File: src/rtl/core/bse_pkg.sv
// Shared constants, types and helper functions of the bitmap search engine.
`default_nettype none

package bse_pkg;

    localparam int NUM_CHUNKS = 64;
    localparam int CHUNK_BITS = 32;
    localparam int ADDR_W     = $clog2(NUM_CHUNKS);
    localparam int OFF_W      = $clog2(CHUNK_BITS);
    localparam int NCHUNK_W   = 7;
    localparam int POS_W      = 11;
    localparam int COUNT_W    = 12;
    localparam int POP_W      = $clog2(CHUNK_BITS + 1);

    localparam logic [3:0] OP_WRITE  = 4'd0;
    localparam logic [3:0] OP_OR     = 4'd1;
    localparam logic [3:0] OP_AND    = 4'd2;
    localparam logic [3:0] OP_XOR    = 4'd3;
    localparam logic [3:0] OP_INVERT = 4'd4;
    localparam logic [3:0] OP_CLEAR  = 4'd5;
    localparam logic [3:0] OP_FILL   = 4'd6;
    localparam logic [3:0] OP_COUNT  = 4'd7;
    localparam logic [3:0] OP_FSET   = 4'd8;
    localparam logic [3:0] OP_FZERO  = 4'd9;
    localparam logic [3:0] OP_READ   = 4'd10;

    // Commands from the controller to the datapath.
    typedef struct packed {
        logic accept;
        logic fetch;
        logic modify;
        logic sweep;
        logic scan;
        logic load_out;
    } bse_cmd_t;

    // Status from the datapath to the controller.
    typedef struct packed {
        logic n_zero;
        logic sweep_last;
        logic scan_done;
    } bse_stat_t;

    function automatic logic [POP_W-1:0] pop_count(input logic [CHUNK_BITS-1:0] v);
        logic [POP_W-1:0] c;
        c = '0;
        for (int i = 0; i < CHUNK_BITS; i++)
        begin
            c = c + POP_W'(v[i]);
        end
        return c;
    endfunction

    function automatic logic [OFF_W-1:0] lowest_one(input logic [CHUNK_BITS-1:0] v);
        logic [OFF_W-1:0] b;
        b = '0;
        for (int i = CHUNK_BITS - 1; i >= 0; i--)
        begin
            if (v[i])
            begin
                b = OFF_W'(i);
            end
        end
        return b;
    endfunction

endpackage

`default_nettype wire

File: src/rtl/core/bse_ctrl.sv
// Controller state machine of the bitmap search engine.
`default_nettype none

module bse_ctrl (
    input  wire logic            clk,
    input  wire logic            rst_n,
    input  wire logic            in_valid,
    output logic                 in_ready,
    input  wire logic [3:0]      command,
    output logic                 out_valid,
    input  wire logic            out_ready,
    input  wire bse_pkg::bse_stat_t stat,
    output bse_pkg::bse_cmd_t    cmd
);
    import bse_pkg::*;

    typedef enum logic [5:0] {
        S_IDLE   = 6'b000001,
        S_FETCH  = 6'b000010,
        S_MODIFY = 6'b000100,
        S_SWEEP  = 6'b001000,
        S_SCAN   = 6'b010000,
        S_DONE   = 6'b100000
    } state_t;

    state_t state_reg, state_next;
    logic   out_valid_reg, out_valid_next;
    logic   accept;

    assign in_ready  = (state_reg == S_IDLE);
    assign accept    = in_valid && in_ready;
    assign out_valid = out_valid_reg;

    always_comb
    begin
        state_next   = state_reg;
        cmd          = '0;
        cmd.accept   = accept;
        case (state_reg)
            S_IDLE:
            begin
                if (in_valid)
                begin
                    case (command)
                        OP_WRITE, OP_OR, OP_AND, OP_XOR, OP_INVERT, OP_READ:
                            state_next = S_FETCH;
                        OP_CLEAR, OP_FILL:
                            state_next = stat.n_zero ? S_DONE : S_SWEEP;
                        OP_COUNT, OP_FSET, OP_FZERO:
                            state_next = S_SCAN;
                        default:
                            state_next = S_DONE;
                    endcase
                end
            end
            S_FETCH:
            begin
                cmd.fetch  = 1'b1;
                state_next = S_MODIFY;
            end
            S_MODIFY:
            begin
                cmd.modify = 1'b1;
                state_next = S_DONE;
            end
            S_SWEEP:
            begin
                cmd.sweep = 1'b1;
                if (stat.sweep_last)
                begin
                    state_next = S_DONE;
                end
            end
            S_SCAN:
            begin
                cmd.scan = 1'b1;
                if (stat.scan_done)
                begin
                    state_next = S_DONE;
                end
            end
            S_DONE:
            begin
                // Hold the result until the output register is free.
                if (!out_valid_reg || out_ready)
                begin
                    cmd.load_out = 1'b1;
                    state_next   = S_IDLE;
                end
            end
            default:
                state_next = S_IDLE;
        endcase
    end

    always_comb
    begin
        out_valid_next = out_valid_reg;
        if (cmd.load_out)
        begin
            out_valid_next = 1'b1;
        end
        else if (out_ready)
        begin
            out_valid_next = 1'b0;
        end
    end

    always_ff @(posedge clk or negedge rst_n)
    begin
        if (!rst_n)
        begin
            state_reg     <= S_IDLE;
            out_valid_reg <= 1'b0;
        end
        else
        begin
            state_reg     <= state_next;
            out_valid_reg <= out_valid_next;
        end
    end

`ifndef SYNTHESIS
    a_one_item: assert property (@(posedge clk) disable iff (!rst_n)
        accept |=> !in_ready)
        else $error("input accepted while an item is in work");

    a_hold_result: assert property (@(posedge clk) disable iff (!rst_n)
        (state_reg == S_DONE && out_valid_reg && !out_ready)
        |=> (state_reg == S_DONE && out_valid_reg))
        else $error("pending result overwritten");

    a_scan_exit: assert property (@(posedge clk) disable iff (!rst_n)
        (state_reg == S_SCAN && stat.scan_done) |=> (state_reg == S_DONE))
        else $error("scan did not finish");
`endif

endmodule

`default_nettype wire

File: src/rtl/core/bse_datapath.sv
// Datapath of the bitmap search engine: chunk store, scan pipeline and result registers.
`default_nettype none

module bse_datapath (
    input  wire logic                         clk,
    input  wire logic                         rst_n,
    input  wire logic                         chunks_in_use_we,
    input  wire logic [bse_pkg::NCHUNK_W-1:0] chunks_in_use,
    input  wire logic [3:0]                   command,
    input  wire logic [bse_pkg::ADDR_W-1:0]   chunk_index,
    input  wire logic [31:0]                  chunk_data,
    input  wire logic [bse_pkg::POS_W-1:0]    start_bit,
    input  wire bse_pkg::bse_cmd_t            cmd,
    output bse_pkg::bse_stat_t                stat,
    output logic [31:0]                       read_data,
    output logic [bse_pkg::COUNT_W-1:0]       bit_count,
    output logic [bse_pkg::POS_W-1:0]         bit_index,
    output logic                              found
);
    import bse_pkg::*;

    logic [CHUNK_BITS-1:0] mem [NUM_CHUNKS];
    logic [NUM_CHUNKS-1:0] vld_reg, vld_next;
    logic [CHUNK_BITS-1:0] mem_rd_reg;
    logic                  vld_rd_reg;

    logic [NCHUNK_W-1:0]   cfg_reg;
    logic [3:0]            op_reg;
    logic [ADDR_W-1:0]     idx_reg;
    logic [31:0]           data_reg;
    logic [POS_W-1:0]      start_reg;

    logic [NCHUNK_W-1:0]   addr_reg, addr_next;
    logic                  pend_reg, pend_next;
    logic [ADDR_W-1:0]     pend_idx_reg;

    logic [31:0]           rd_acc_reg;
    logic [COUNT_W-1:0]    cnt_acc_reg;
    logic [POS_W-1:0]      pos_acc_reg;
    logic                  fnd_acc_reg;

    logic [NCHUNK_W-1:0]   n_cov;
    logic [ADDR_W-1:0]     mem_addr;
    logic                  mem_we;
    logic                  mem_re;
    logic [CHUNK_BITS-1:0] mem_wdata;
    logic [CHUNK_BITS-1:0] chunk_word;
    logic [CHUNK_BITS-1:0] srch_word;
    logic                  is_find;
    logic                  is_zero;
    logic                  can_issue;
    logic                  issue;
    logic                  hit;
    logic [ADDR_W-1:0]     first_chunk;

    assign n_cov = (cfg_reg > NCHUNK_W'(NUM_CHUNKS)) ? NCHUNK_W'(NUM_CHUNKS) : cfg_reg;
    assign first_chunk = start_reg[POS_W-1:OFF_W];
    assign is_find = (op_reg == OP_FSET) || (op_reg == OP_FZERO);
    assign is_zero = (op_reg == OP_FZERO);

    // A never-written entry reads as zero through its valid bit.
    assign chunk_word = vld_rd_reg ? mem_rd_reg : '0;

    always_comb
    begin
        srch_word = is_zero ? ~chunk_word : chunk_word;
        if (pend_idx_reg == first_chunk)
        begin
            srch_word = srch_word & ({CHUNK_BITS{1'b1}} << start_reg[OFF_W-1:0]);
        end
    end

    assign hit       = cmd.scan && pend_reg && is_find && (srch_word != '0);
    assign can_issue = (addr_reg < n_cov);
    assign issue     = cmd.scan && can_issue && !hit;

    assign stat.n_zero     = (n_cov == '0);
    assign stat.sweep_last = (addr_reg == n_cov - NCHUNK_W'(1));
    assign stat.scan_done  = hit || (!pend_reg && !can_issue);

    assign mem_addr = (cmd.sweep || cmd.scan) ? addr_reg[ADDR_W-1:0] : idx_reg;
    assign mem_we   = cmd.modify && (op_reg != OP_READ) || cmd.sweep;
    assign mem_re   = cmd.fetch || cmd.scan;

    always_comb
    begin
        mem_wdata = '0;
        if (cmd.sweep)
        begin
            mem_wdata = (op_reg == OP_FILL) ? '1 : '0;
        end
        else
        begin
            case (op_reg)
                OP_WRITE:  mem_wdata = data_reg;
                OP_OR:     mem_wdata = chunk_word | data_reg;
                OP_AND:    mem_wdata = chunk_word & data_reg;
                OP_XOR:    mem_wdata = chunk_word ^ data_reg;
                OP_INVERT: mem_wdata = ~data_reg;
                default:   mem_wdata = chunk_word;
            endcase
        end
    end

    always_ff @(posedge clk)
    begin
        if (mem_we)
        begin
            mem[mem_addr] <= mem_wdata;
        end
        if (mem_re)
        begin
            mem_rd_reg <= mem[mem_addr];
        end
    end

    always_comb
    begin
        vld_next = vld_reg;
        if (mem_we)
        begin
            vld_next[mem_addr] = 1'b1;
        end
    end

    always_comb
    begin
        addr_next = addr_reg;
        pend_next = pend_reg;
        if (cmd.accept)
        begin
            addr_next = ((command == OP_FSET) || (command == OP_FZERO))
                        ? NCHUNK_W'(start_bit[POS_W-1:OFF_W]) : '0;
            pend_next = 1'b0;
        end
        else if (cmd.sweep)
        begin
            addr_next = addr_reg + NCHUNK_W'(1);
        end
        else if (cmd.scan)
        begin
            pend_next = issue;
            if (issue)
            begin
                addr_next = addr_reg + NCHUNK_W'(1);
            end
        end
    end

    always_ff @(posedge clk or negedge rst_n)
    begin
        if (!rst_n)
        begin
            cfg_reg    <= NCHUNK_W'(NUM_CHUNKS);
            vld_reg    <= '0;
            vld_rd_reg <= 1'b0;
            pend_reg   <= 1'b0;
            addr_reg   <= '0;
        end
        else
        begin
            if (chunks_in_use_we)
            begin
                cfg_reg <= chunks_in_use;
            end
            vld_reg    <= vld_next;
            if (mem_re)
            begin
                vld_rd_reg <= vld_reg[mem_addr];
            end
            pend_reg   <= pend_next;
            addr_reg   <= addr_next;
        end
    end

    // Item capture, accumulators and the output register.
    always_ff @(posedge clk)
    begin
        pend_idx_reg <= addr_reg[ADDR_W-1:0];
        if (cmd.accept)
        begin
            op_reg      <= command;
            idx_reg     <= chunk_index;
            data_reg    <= chunk_data;
            start_reg   <= start_bit;
            rd_acc_reg  <= '0;
            cnt_acc_reg <= '0;
            pos_acc_reg <= '0;
            fnd_acc_reg <= 1'b0;
        end
        else
        begin
            if (cmd.modify && (op_reg == OP_READ))
            begin
                rd_acc_reg <= chunk_word;
            end
            if (cmd.scan && pend_reg && (op_reg == OP_COUNT))
            begin
                cnt_acc_reg <= cnt_acc_reg + COUNT_W'(pop_count(chunk_word));
            end
            if (hit)
            begin
                pos_acc_reg <= {pend_idx_reg, lowest_one(srch_word)};
                fnd_acc_reg <= 1'b1;
            end
        end
        if (cmd.load_out)
        begin
            read_data <= rd_acc_reg;
            bit_count <= cnt_acc_reg;
            bit_index <= pos_acc_reg;
            found     <= fnd_acc_reg;
        end
    end

`ifndef SYNTHESIS
    a_hit_recorded: assert property (@(posedge clk) disable iff (!rst_n)
        hit |=> fnd_acc_reg)
        else $error("find hit not recorded");

    a_no_write_in_scan: assert property (@(posedge clk) disable iff (!rst_n)
        cmd.scan |-> !mem_we)
        else $error("store written during a scan");

    a_write_marks_valid: assert property (@(posedge clk) disable iff (!rst_n)
        mem_we |=> vld_reg[$past(mem_addr)])
        else $error("written entry not marked valid");
`endif

endmodule

`default_nettype wire

File: src/rtl/core/bitmap_search_engine_core.sv
// Top level of the bitmap search engine: controller and datapath.
// Write, logic and read commands pass through fetch, modify and done; clear and fill sweep
// the covered chunks and go straight to done with no covered chunk, as unused codes do; count
// and find scan the covered chunks, read one per cycle from the store.
// One item at a time: the next input can be taken in the cycle after the result loads, and a
// result waits while the previous one is still untaken. Reset clears all valid bits at once.
`default_nettype none

module bitmap_search_engine_core (
    input  wire logic                         clk,
    input  wire logic                         rst_n,
    input  wire logic                         chunks_in_use_we,
    input  wire logic [bse_pkg::NCHUNK_W-1:0] chunks_in_use,
    input  wire logic                         in_valid,
    output logic                              in_ready,
    input  wire logic [3:0]                   command,
    input  wire logic [bse_pkg::ADDR_W-1:0]   chunk_index,
    input  wire logic [31:0]                  chunk_data,
    input  wire logic [bse_pkg::POS_W-1:0]    start_bit,
    output logic                              out_valid,
    input  wire logic                         out_ready,
    output logic [31:0]                       read_data,
    output logic [bse_pkg::COUNT_W-1:0]       bit_count,
    output logic [bse_pkg::POS_W-1:0]         bit_index,
    output logic                              found
);
    import bse_pkg::*;

    bse_cmd_t  cmd;
    bse_stat_t stat;

    bse_ctrl u_ctrl (
        .clk       (clk),
        .rst_n     (rst_n),
        .in_valid  (in_valid),
        .in_ready  (in_ready),
        .command   (command),
        .out_valid (out_valid),
        .out_ready (out_ready),
        .stat      (stat),
        .cmd       (cmd)
    );

    bse_datapath u_datapath (
        .clk              (clk),
        .rst_n            (rst_n),
        .chunks_in_use_we (chunks_in_use_we),
        .chunks_in_use    (chunks_in_use),
        .command          (command),
        .chunk_index      (chunk_index),
        .chunk_data       (chunk_data),
        .start_bit        (start_bit),
        .cmd              (cmd),
        .stat             (stat),
        .read_data        (read_data),
        .bit_count        (bit_count),
        .bit_index        (bit_index),
        .found            (found)
    );

endmodule

`default_nettype wire

File: config.mk
export PLATFORM = sky130hd
export DESIGN_NAME = bitmap_search_engine_core
export DESIGN_NICKNAME = d
export VERILOG_FILES = /design/src/rtl/core/bse_pkg.sv /design/src/rtl/core/bse_ctrl.sv /design/src/rtl/core/bse_datapath.sv /design/src/rtl/core/bitmap_search_engine_core.sv
export SDC_FILE = /design/constraint.sdc
export NUM_CORES = 2
export LEC_CHECK = 0
export BUFFER_PORTS_ARGS = -buffer_cell sky130_fd_sc_hd__buf_2
export CELL_PAD_IN_SITES_DETAIL_PLACEMENT = 0
export CELL_PAD_IN_SITES_GLOBAL_PLACEMENT = 1
export CORE_MARGIN = 2
export CORE_UTILIZATION = 50
export CTS_BUF_LIST = sky130_fd_sc_hd__clkbuf_4 sky130_fd_sc_hd__clkbuf_8
export DETAILED_ROUTE_END_ITERATION = 6
export PLACE_DENSITY = 0.83
export SLEW_MARGIN = 30
export SYNTH_ARGS = -nofsm -noshare
export SYNTH_HDL_FRONTEND = slang
export SYNTH_SLANG_ARGS = --single-unit
File: constraint.sdc
create_clock -name clk -period 7.7 [get_ports clk]
set_input_delay 0.77 -clock clk [delete_from_list [all_inputs] [get_ports clk]]
set_output_delay 0.77 -clock clk [all_outputs]
set_load 0.03 [all_outputs]
Word-level counts from Yosys, hierarchy flattened
Memories as Yosys holds them, arrays and structs flattened. A register that Yosys moved wholly into a read port is not among the register bits.
Cells that the tools add are included.
Operators by class
  $mul: 0
  equal/unequal tests: 33
  reduce and logical (&&, ||, !) cells: 36
  shift operators: 1
  magnitude comparators: 4
  bitwise gates (word level): 7
  $add $sub $neg: 34
  divide/modulo/power cells: 0
  mux-type cells: 69
Operator list (count)
  adder 6 x 1 -> 6 bit: 30
  2-to-1 mux 32 bit: 5
  2-to-1 mux 5 bit: 32
  case mux 32 bit (5 select lines): 1
  bitwise AND 32 bit: 2
  NOT 32 bit: 2
  bitwise OR 64 bit: 1
  2-to-1 mux 6 bit: 7
  case mux 6 bit (6 select lines): 1
  2-to-1 mux 7 bit: 5
  bitwise OR 32 bit: 1
  nonzero test 32 bit: 1
  << shifter 32 x 5 -> 32 bit (first input constant): 1
  bitwise XOR 32 bit: 1
  equality test 4 x 3 -> 1 bit (second input constant): 7
  equality test 4 bit (second input constant): 6
  case mux 6 bit (3 select lines): 1
  equality test 4 x 2 -> 1 bit (second input constant): 4
  2-to-1 mux 1 bit: 15
  adder 12 x 6 -> 12 bit: 1
  logical AND 1 bit: 11
  equality test 4 x 1 -> 1 bit (second input constant): 2
  zero test 4 bit: 2
  inequality test 2 bit (second input constant): 4
  other kinds (29): 41
Storage, ports and cells
  bits in latches: 0
  memories kept: 1
  flip-flop bits (word level): 258
  memory bits (read-only): 0
  output and inout port bits: 58
  word-level logic and storage cells: 205
  bits in writable memories: 2048
  bits of input ports: 65
Memory list
  u_datapath.mem: depth 64, bits a word 32, read ports 1, clocked after memory_dff 1, wr ports 1, RTL line bse_datapath.sv:22  | logic [CHUNK_BITS-1:0] mem [NUM_CHUNKS];

Longest topological paths before layout
  word-level depth: 37
  gate-level depth with buffers: 29
  gate-level depth less buffers: 27

Cells and area by module
A second synthesis with hierarchy kept.
Second synthesis, totals
  cell total of the unflattened synthesis: 5454
  area total of the unflattened synthesis: 89420.8 um2
By module, submodules not included
  bse_datapath: times used 1, cells an instance 5386, seq. area each 68977.4 um2, area each 88847.7 um2
  bse_ctrl: times used 1, cells an instance 68, seq. area each 176.4 um2, area each 573.0 um2

Worst setup path before layout
OpenSTA, ideal clock, no wires.
  path kind: reg-to-reg
  start: register u_datapath.vld_rd_reg
  end: register u_datapath.cnt_acc_reg[9]
  period minus slack after synthesis: 6.568 ns
  data arrival time: 6.361 ns
  buffers on the path: 2
  required time: 7.493 ns
  setup slack: 1.132 ns
  setup time: 0.207 ns
  cell stages (with the launch flop): 26
  path through: dfrtp_1 -> buf_2 -> buf_2 -> nand2_1 -> inv_1 -> ha_1 -> inv_1 -> fa_1 -> fa_1 -> fa_1 -> fa_1 -> fa_1 -> fa_1 -> fa_1 -> fa_1 -> inv_1 -> ha_1 -> a21o_1 -> a21oi_1 -> o21bai_1 -> a21oi_1 -> o21ai_0 -> and3_1 -> nand3_1 -> xor2_1 -> nor2_1
Between the ends
  cells in the longest elaborated chain, start to end: 33
RTL lines
  start: declaration: RTL line bse_datapath.sv:25  | logic vld_rd_reg;
  start signal: assignment: RTL line bse_datapath.sv:169  | vld_rd_reg <= vld_reg[mem_addr];
  2-to-1 mux 32 bit: RTL line bse_datapath.sv:62  | assign chunk_word = vld_rd_reg ? mem_rd_reg : '0;
  named net u_datapath.chunk_word[0]: RTL line bse_datapath.sv:47  | logic [CHUNK_BITS-1:0] chunk_word;
  adder 1 x 1 -> 2 bit: RTL line bse_pkg.sv:49  | c = c + POP_W'(v[i]);
  adder 6 x 1 -> 6 bit (30 in a row): RTL line bse_pkg.sv:49
  adder 12 x 6 -> 12 bit: RTL line bse_datapath.sv:199  | cnt_acc_reg <= cnt_acc_reg + COUNT_W'(pop_count(chunk_word));
  end signal: assignment: RTL line bse_datapath.sv:199
  end: declaration: RTL line bse_datapath.sv:38  | logic [COUNT_W-1:0] cnt_acc_reg;
The timed path passes the listed nets, and every way through them passes these cells.
A chain may end at the register's enable or synchronous reset.

Final worst setup path
  start: register u_datapath.vld_rd_reg
  end: register u_datapath.cnt_acc_reg[11]
The elaborated chain is that of the path after synthesis.

==> results.md <==
* Status: complete, but fails checks
* Failing checks: design-rule violations
* Clk root buf: clkbuf_8
* Yosys reg bits at 2338
* Max reg flops at 2048
* Final Critical Period at 6.980 ns
* Post-Syn Instances at 5696
* CP Buf/Inv Count at 4
* Area share of the leading cell type in the synthesized netlist at between 70 and 80%
* DR WL/cell at 32.69 µm
* TNS Setup at 0 ns
* Worst setup EP type: flop
* Ports at 123
* Number of global-route vias before repair at around 56000
* Clock-pin slew on the worst setup and hold paths at about 0.060 ns
* Layout cell share with drive strength beyond 1 at 18.61%
* WP data required at around 8.6 ns
* Max Cap Violations at 0
* Slew HR at 22.67%
* Pin count of the biggest net entering global routing at 85
* Top cell by count, worst path: fa_1
* Area of the multi-input gates at 19860 µm²
* Startpoint Class: flop
* Starting Density at 50.46%
* Routed WL at 286300 µm
* Die height at 428.8 µm
* CTS buffer count at 372
* Hold buffer count at CTS at 64
* Core area at 178800 µm²
* Post-synthesis sequential area ratio at 76.64%
* Crit path to: u_datapath.cnt_acc_reg[11]$_SDFFE_PP0P_
* Vias at about 60000
* Hold Fails Final Rpt at 0
* HP Class: in -> reg
* DRC at 8
* Most frequent cells in the layout: 2189 x edfxtp_1, 428 x nand2_1, 418 x a21oi_1
* Area leader, netlist: edfxtp_1
* Antenna-violating nets left at 0
* Synth async-reset ratio at under 10%
* Initial drt markers at around 11000
* Setup Crit Path Kind: reg -> reg
* Worst Path Arrival at ~7.9 ns
* IR drop worst, VDD at 0.0008587 V
* Grt ovf at 0
* Max Slew Vio Count at 0
* Chip Width at 428.8 µm
* Sequential Area at 69150 µm²
* R2R Path End: u_datapath.cnt_acc_reg[11]$_SDFFE_PP0P_
* Predominant post-synthesis flop cell: edfxtp_1
* Syn Area/Cell at 15.84 µm²
* Synthesized net count at 5873
* Non-Filler Instances at 8759
* H-Tree Depth at 5
* Stages on worst setup path at 24
* Pleak at between 30 and 40 nW
* Top cells by area, synth: edfxtp_1 73%, a22oi_1 3.2%, a222oi_1 2.9%
* Pwr dens at 379.2 nW/µm²
* # rows at 155
* Post-CTS Setup Bufs at 0
* CTS tree: built
* Clock buffer depth at 4
* Fin nets at 6301
* Synthesized cell area at approximately 90000 µm²
* Number of synthesized flops with an enable pin at 2189
* Area grow syn2layout at 14.10%
* Crit path max-delay family: adder cells
* Yosys warns at 0
* RSZ-0062 raised after global routing: false
* Die Area at 183900 µm²
* Resized Gates After CTS at 0
* Placer Congestion at 0.9434
* GRT Overall Usage at a little under a third
* Dpl cells at approximately 8000
* Final Cell Area at 103000 µm²
* Pre-Repair DR Iteration Count at 7
* Max Clk Rate at 143.3 MHz
* Cell count of the worst reg-to-reg path at 24
* First-pass GRT wire length at a little over 400000 µm
* R2r startpoint: u_datapath.vld_rd_reg$_DFFE_PN0P_
* Worst-path cell chain: buf_4, nand2_1, inv_1, ha_1, inv_1, fa_1, fa_1, fa_1, fa_1, fa_1, fa_1, fa_1, fa_1, inv_1, ha_1, a21o_1, a21oi_1, o21bai_1, a21oi_1, o21ai_0, and3_1, nand3_1, xor2_1, nor2_1
* Slowest-stage cell, CP: fa_1
* Tightest Pin Transition at 1.148 ns
* Clk_skew at 0.08535 ns
* Commonest non-fill, non-tap cell in the layout: edfxtp_1
* Worst Path Max Fanout at 11
* Input/output buffers at 122
* DP HPWL at 165900 µm
* Sink Count at 2338
* Worst-Skew Late Latency at 1.09 ns
* Placed Instance Area at 95060 µm²
* Fin crit share at 90.65%
* R2R setup slack at 0.72 ns
* Filler instances at 13322
* Setup violators final at 0
* Delay of the slowest critical-path stage at 0.55 ns
* Worst setup path start: u_datapath.vld_rd_reg$_DFFE_PN0P_
* Initial antenna violation count at 8
* Distinct cells, synth at 103
* Vias per inst at 6.664
-- routing by layer --
layer / global-route usage [%] / part of all wire [%] / up-vias
met3: 8.796 / 14 / 835
met1: 39.70 / 34 / 28803
met5: 0 / 0.023 / -
li1: - / - / 23784
met4: 18.56 / 6.8 / 8
met2: 45.72 / 45 / 4939
-- cell type report --
cell class,count,area share [%]
diodes,5,0.01215
well taps,2355,2.862
multi-input cells,2869,19.29
flip-flops and latches,2338,67.17
clock buffers,553,6.438
repair buffers,413,3.164
inverters,130,0.4764
clock inverters,96,0.5955
-- kinds of logic (layout without fill, tap and decap cells) --
logic type	after synthesis	in the layout	synth area share (%)
flops	2338	2338	76.64
compound gates	1608	1608	12.92
simple gates	1045	1045	5.239
buf+inv	489	1192	2.334
fa+ha+maj	112	112	1.761
xor+xnor	59	59	0.5727
mux	45	45	0.5380
other cells	0	5	0
-- synthesized netlist by cell type (all sizes together), types with 6 or more instances --
cell type	number
ha	87
a21oi	420
dfxtp	62
xor2	12
nor4	17
nand4	70
a222oi	258
nor2	291
clkbuf	175
o21ai	80
nand2	454
a211oi	14
or2	70
a21o	9
a221oi	21
nand3	54
xnor2	47
a31oi	103
a22o	74
mux2	22
a2111oi	7
fa	25
a22oi	383
o21a	8
and3	9
o2111ai	17
a41oi	54
o22ai	29
o31ai	15
buf	184
edfxtp	2189
nand2b	11
dfrtp	85
nor3	23
nor3b	6
nor2b	10
mux2i	23
o211ai	69
inv	129
-- how the worst min path moves through the flow --
stage                                                       from                                  to  cells after the start  slack [ns]
final                                                  out_ready        u_ctrl.out_valid$_DFFE_PN0P_                      3        0.07
after floorplan               u_datapath.addr_reg[5]$_DFFE_PN0P_  u_datapath.pend_idx_reg[5]$_DFF_P_                      0        0.37
after CTS                                              out_ready        u_ctrl.out_valid$_DFFE_PN0P_                      3       0.001
after global routing                            chunks_in_use_we   u_datapath.cfg_reg[3]$_DFFE_PN0P_                      2        0.05
after detailed placement  u_datapath.pos_acc_reg[6]$_SDFFE_PP0P_   u_datapath.bit_index[6]$_DFFE_PP_                      0        0.41
after global placement    u_datapath.pos_acc_reg[1]$_SDFFE_PP0P_   u_datapath.bit_index[1]$_DFFE_PP_                      0        0.41
-- stage by stage --
| stage | power, mW | util (%) | hold WS, ns | worst slack, ns |
|---|---|---|---|---|
| final | 39.04 | 57.58 | 0.06835 | 0.7203 |
| after global routing | 40.36 | 57.58 | 0.05205 | 0.3458 |
| after CTS | 38.71 | 57.57 | 0.001209 | 0.7217 |
| after detailed placement | 28.42 | 53.16 | 0.4140 | 0.7268 |
| after global placement | 28.25 | 53.07 | 0.4101 | 0.7374 |
| after floorplan | 23.53 | - | 0.3716 | 1.132 |
-- power breakdown --
group / leakage [nW] / switching, mW / internal (mW)
clock: 3.87 / 4.73 / 5.71
sequential: 21.6 / 0.305 / 16.1
combinational: 8.73 / 8.86 / 3.33
total: 34.2 / 13.9 / 25.2
-- worst register-to-register path: stages, from the launching register on --
cell	delay, ns
dfrtp_1	0.50
buf_4	0.24
nand2_1	0.16
inv_1	0.19
ha_1	0.26
inv_1	0.07
fa_1	0.42
fa_1	0.48
fa_1	0.52
fa_1	0.43
fa_1	0.51
fa_1	0.43
fa_1	0.43
fa_1	0.55
inv_1	0.06
ha_1	0.28
a21o_1	0.16
a21oi_1	0.21
o21bai_1	0.09
a21oi_1	0.22
o21ai_0	0.12
and3_1	0.23
nand3_1	0.10
xor2_1	0.15
nor2_1	0.05
No activity file was read; power rests on OpenSTA's default activity.
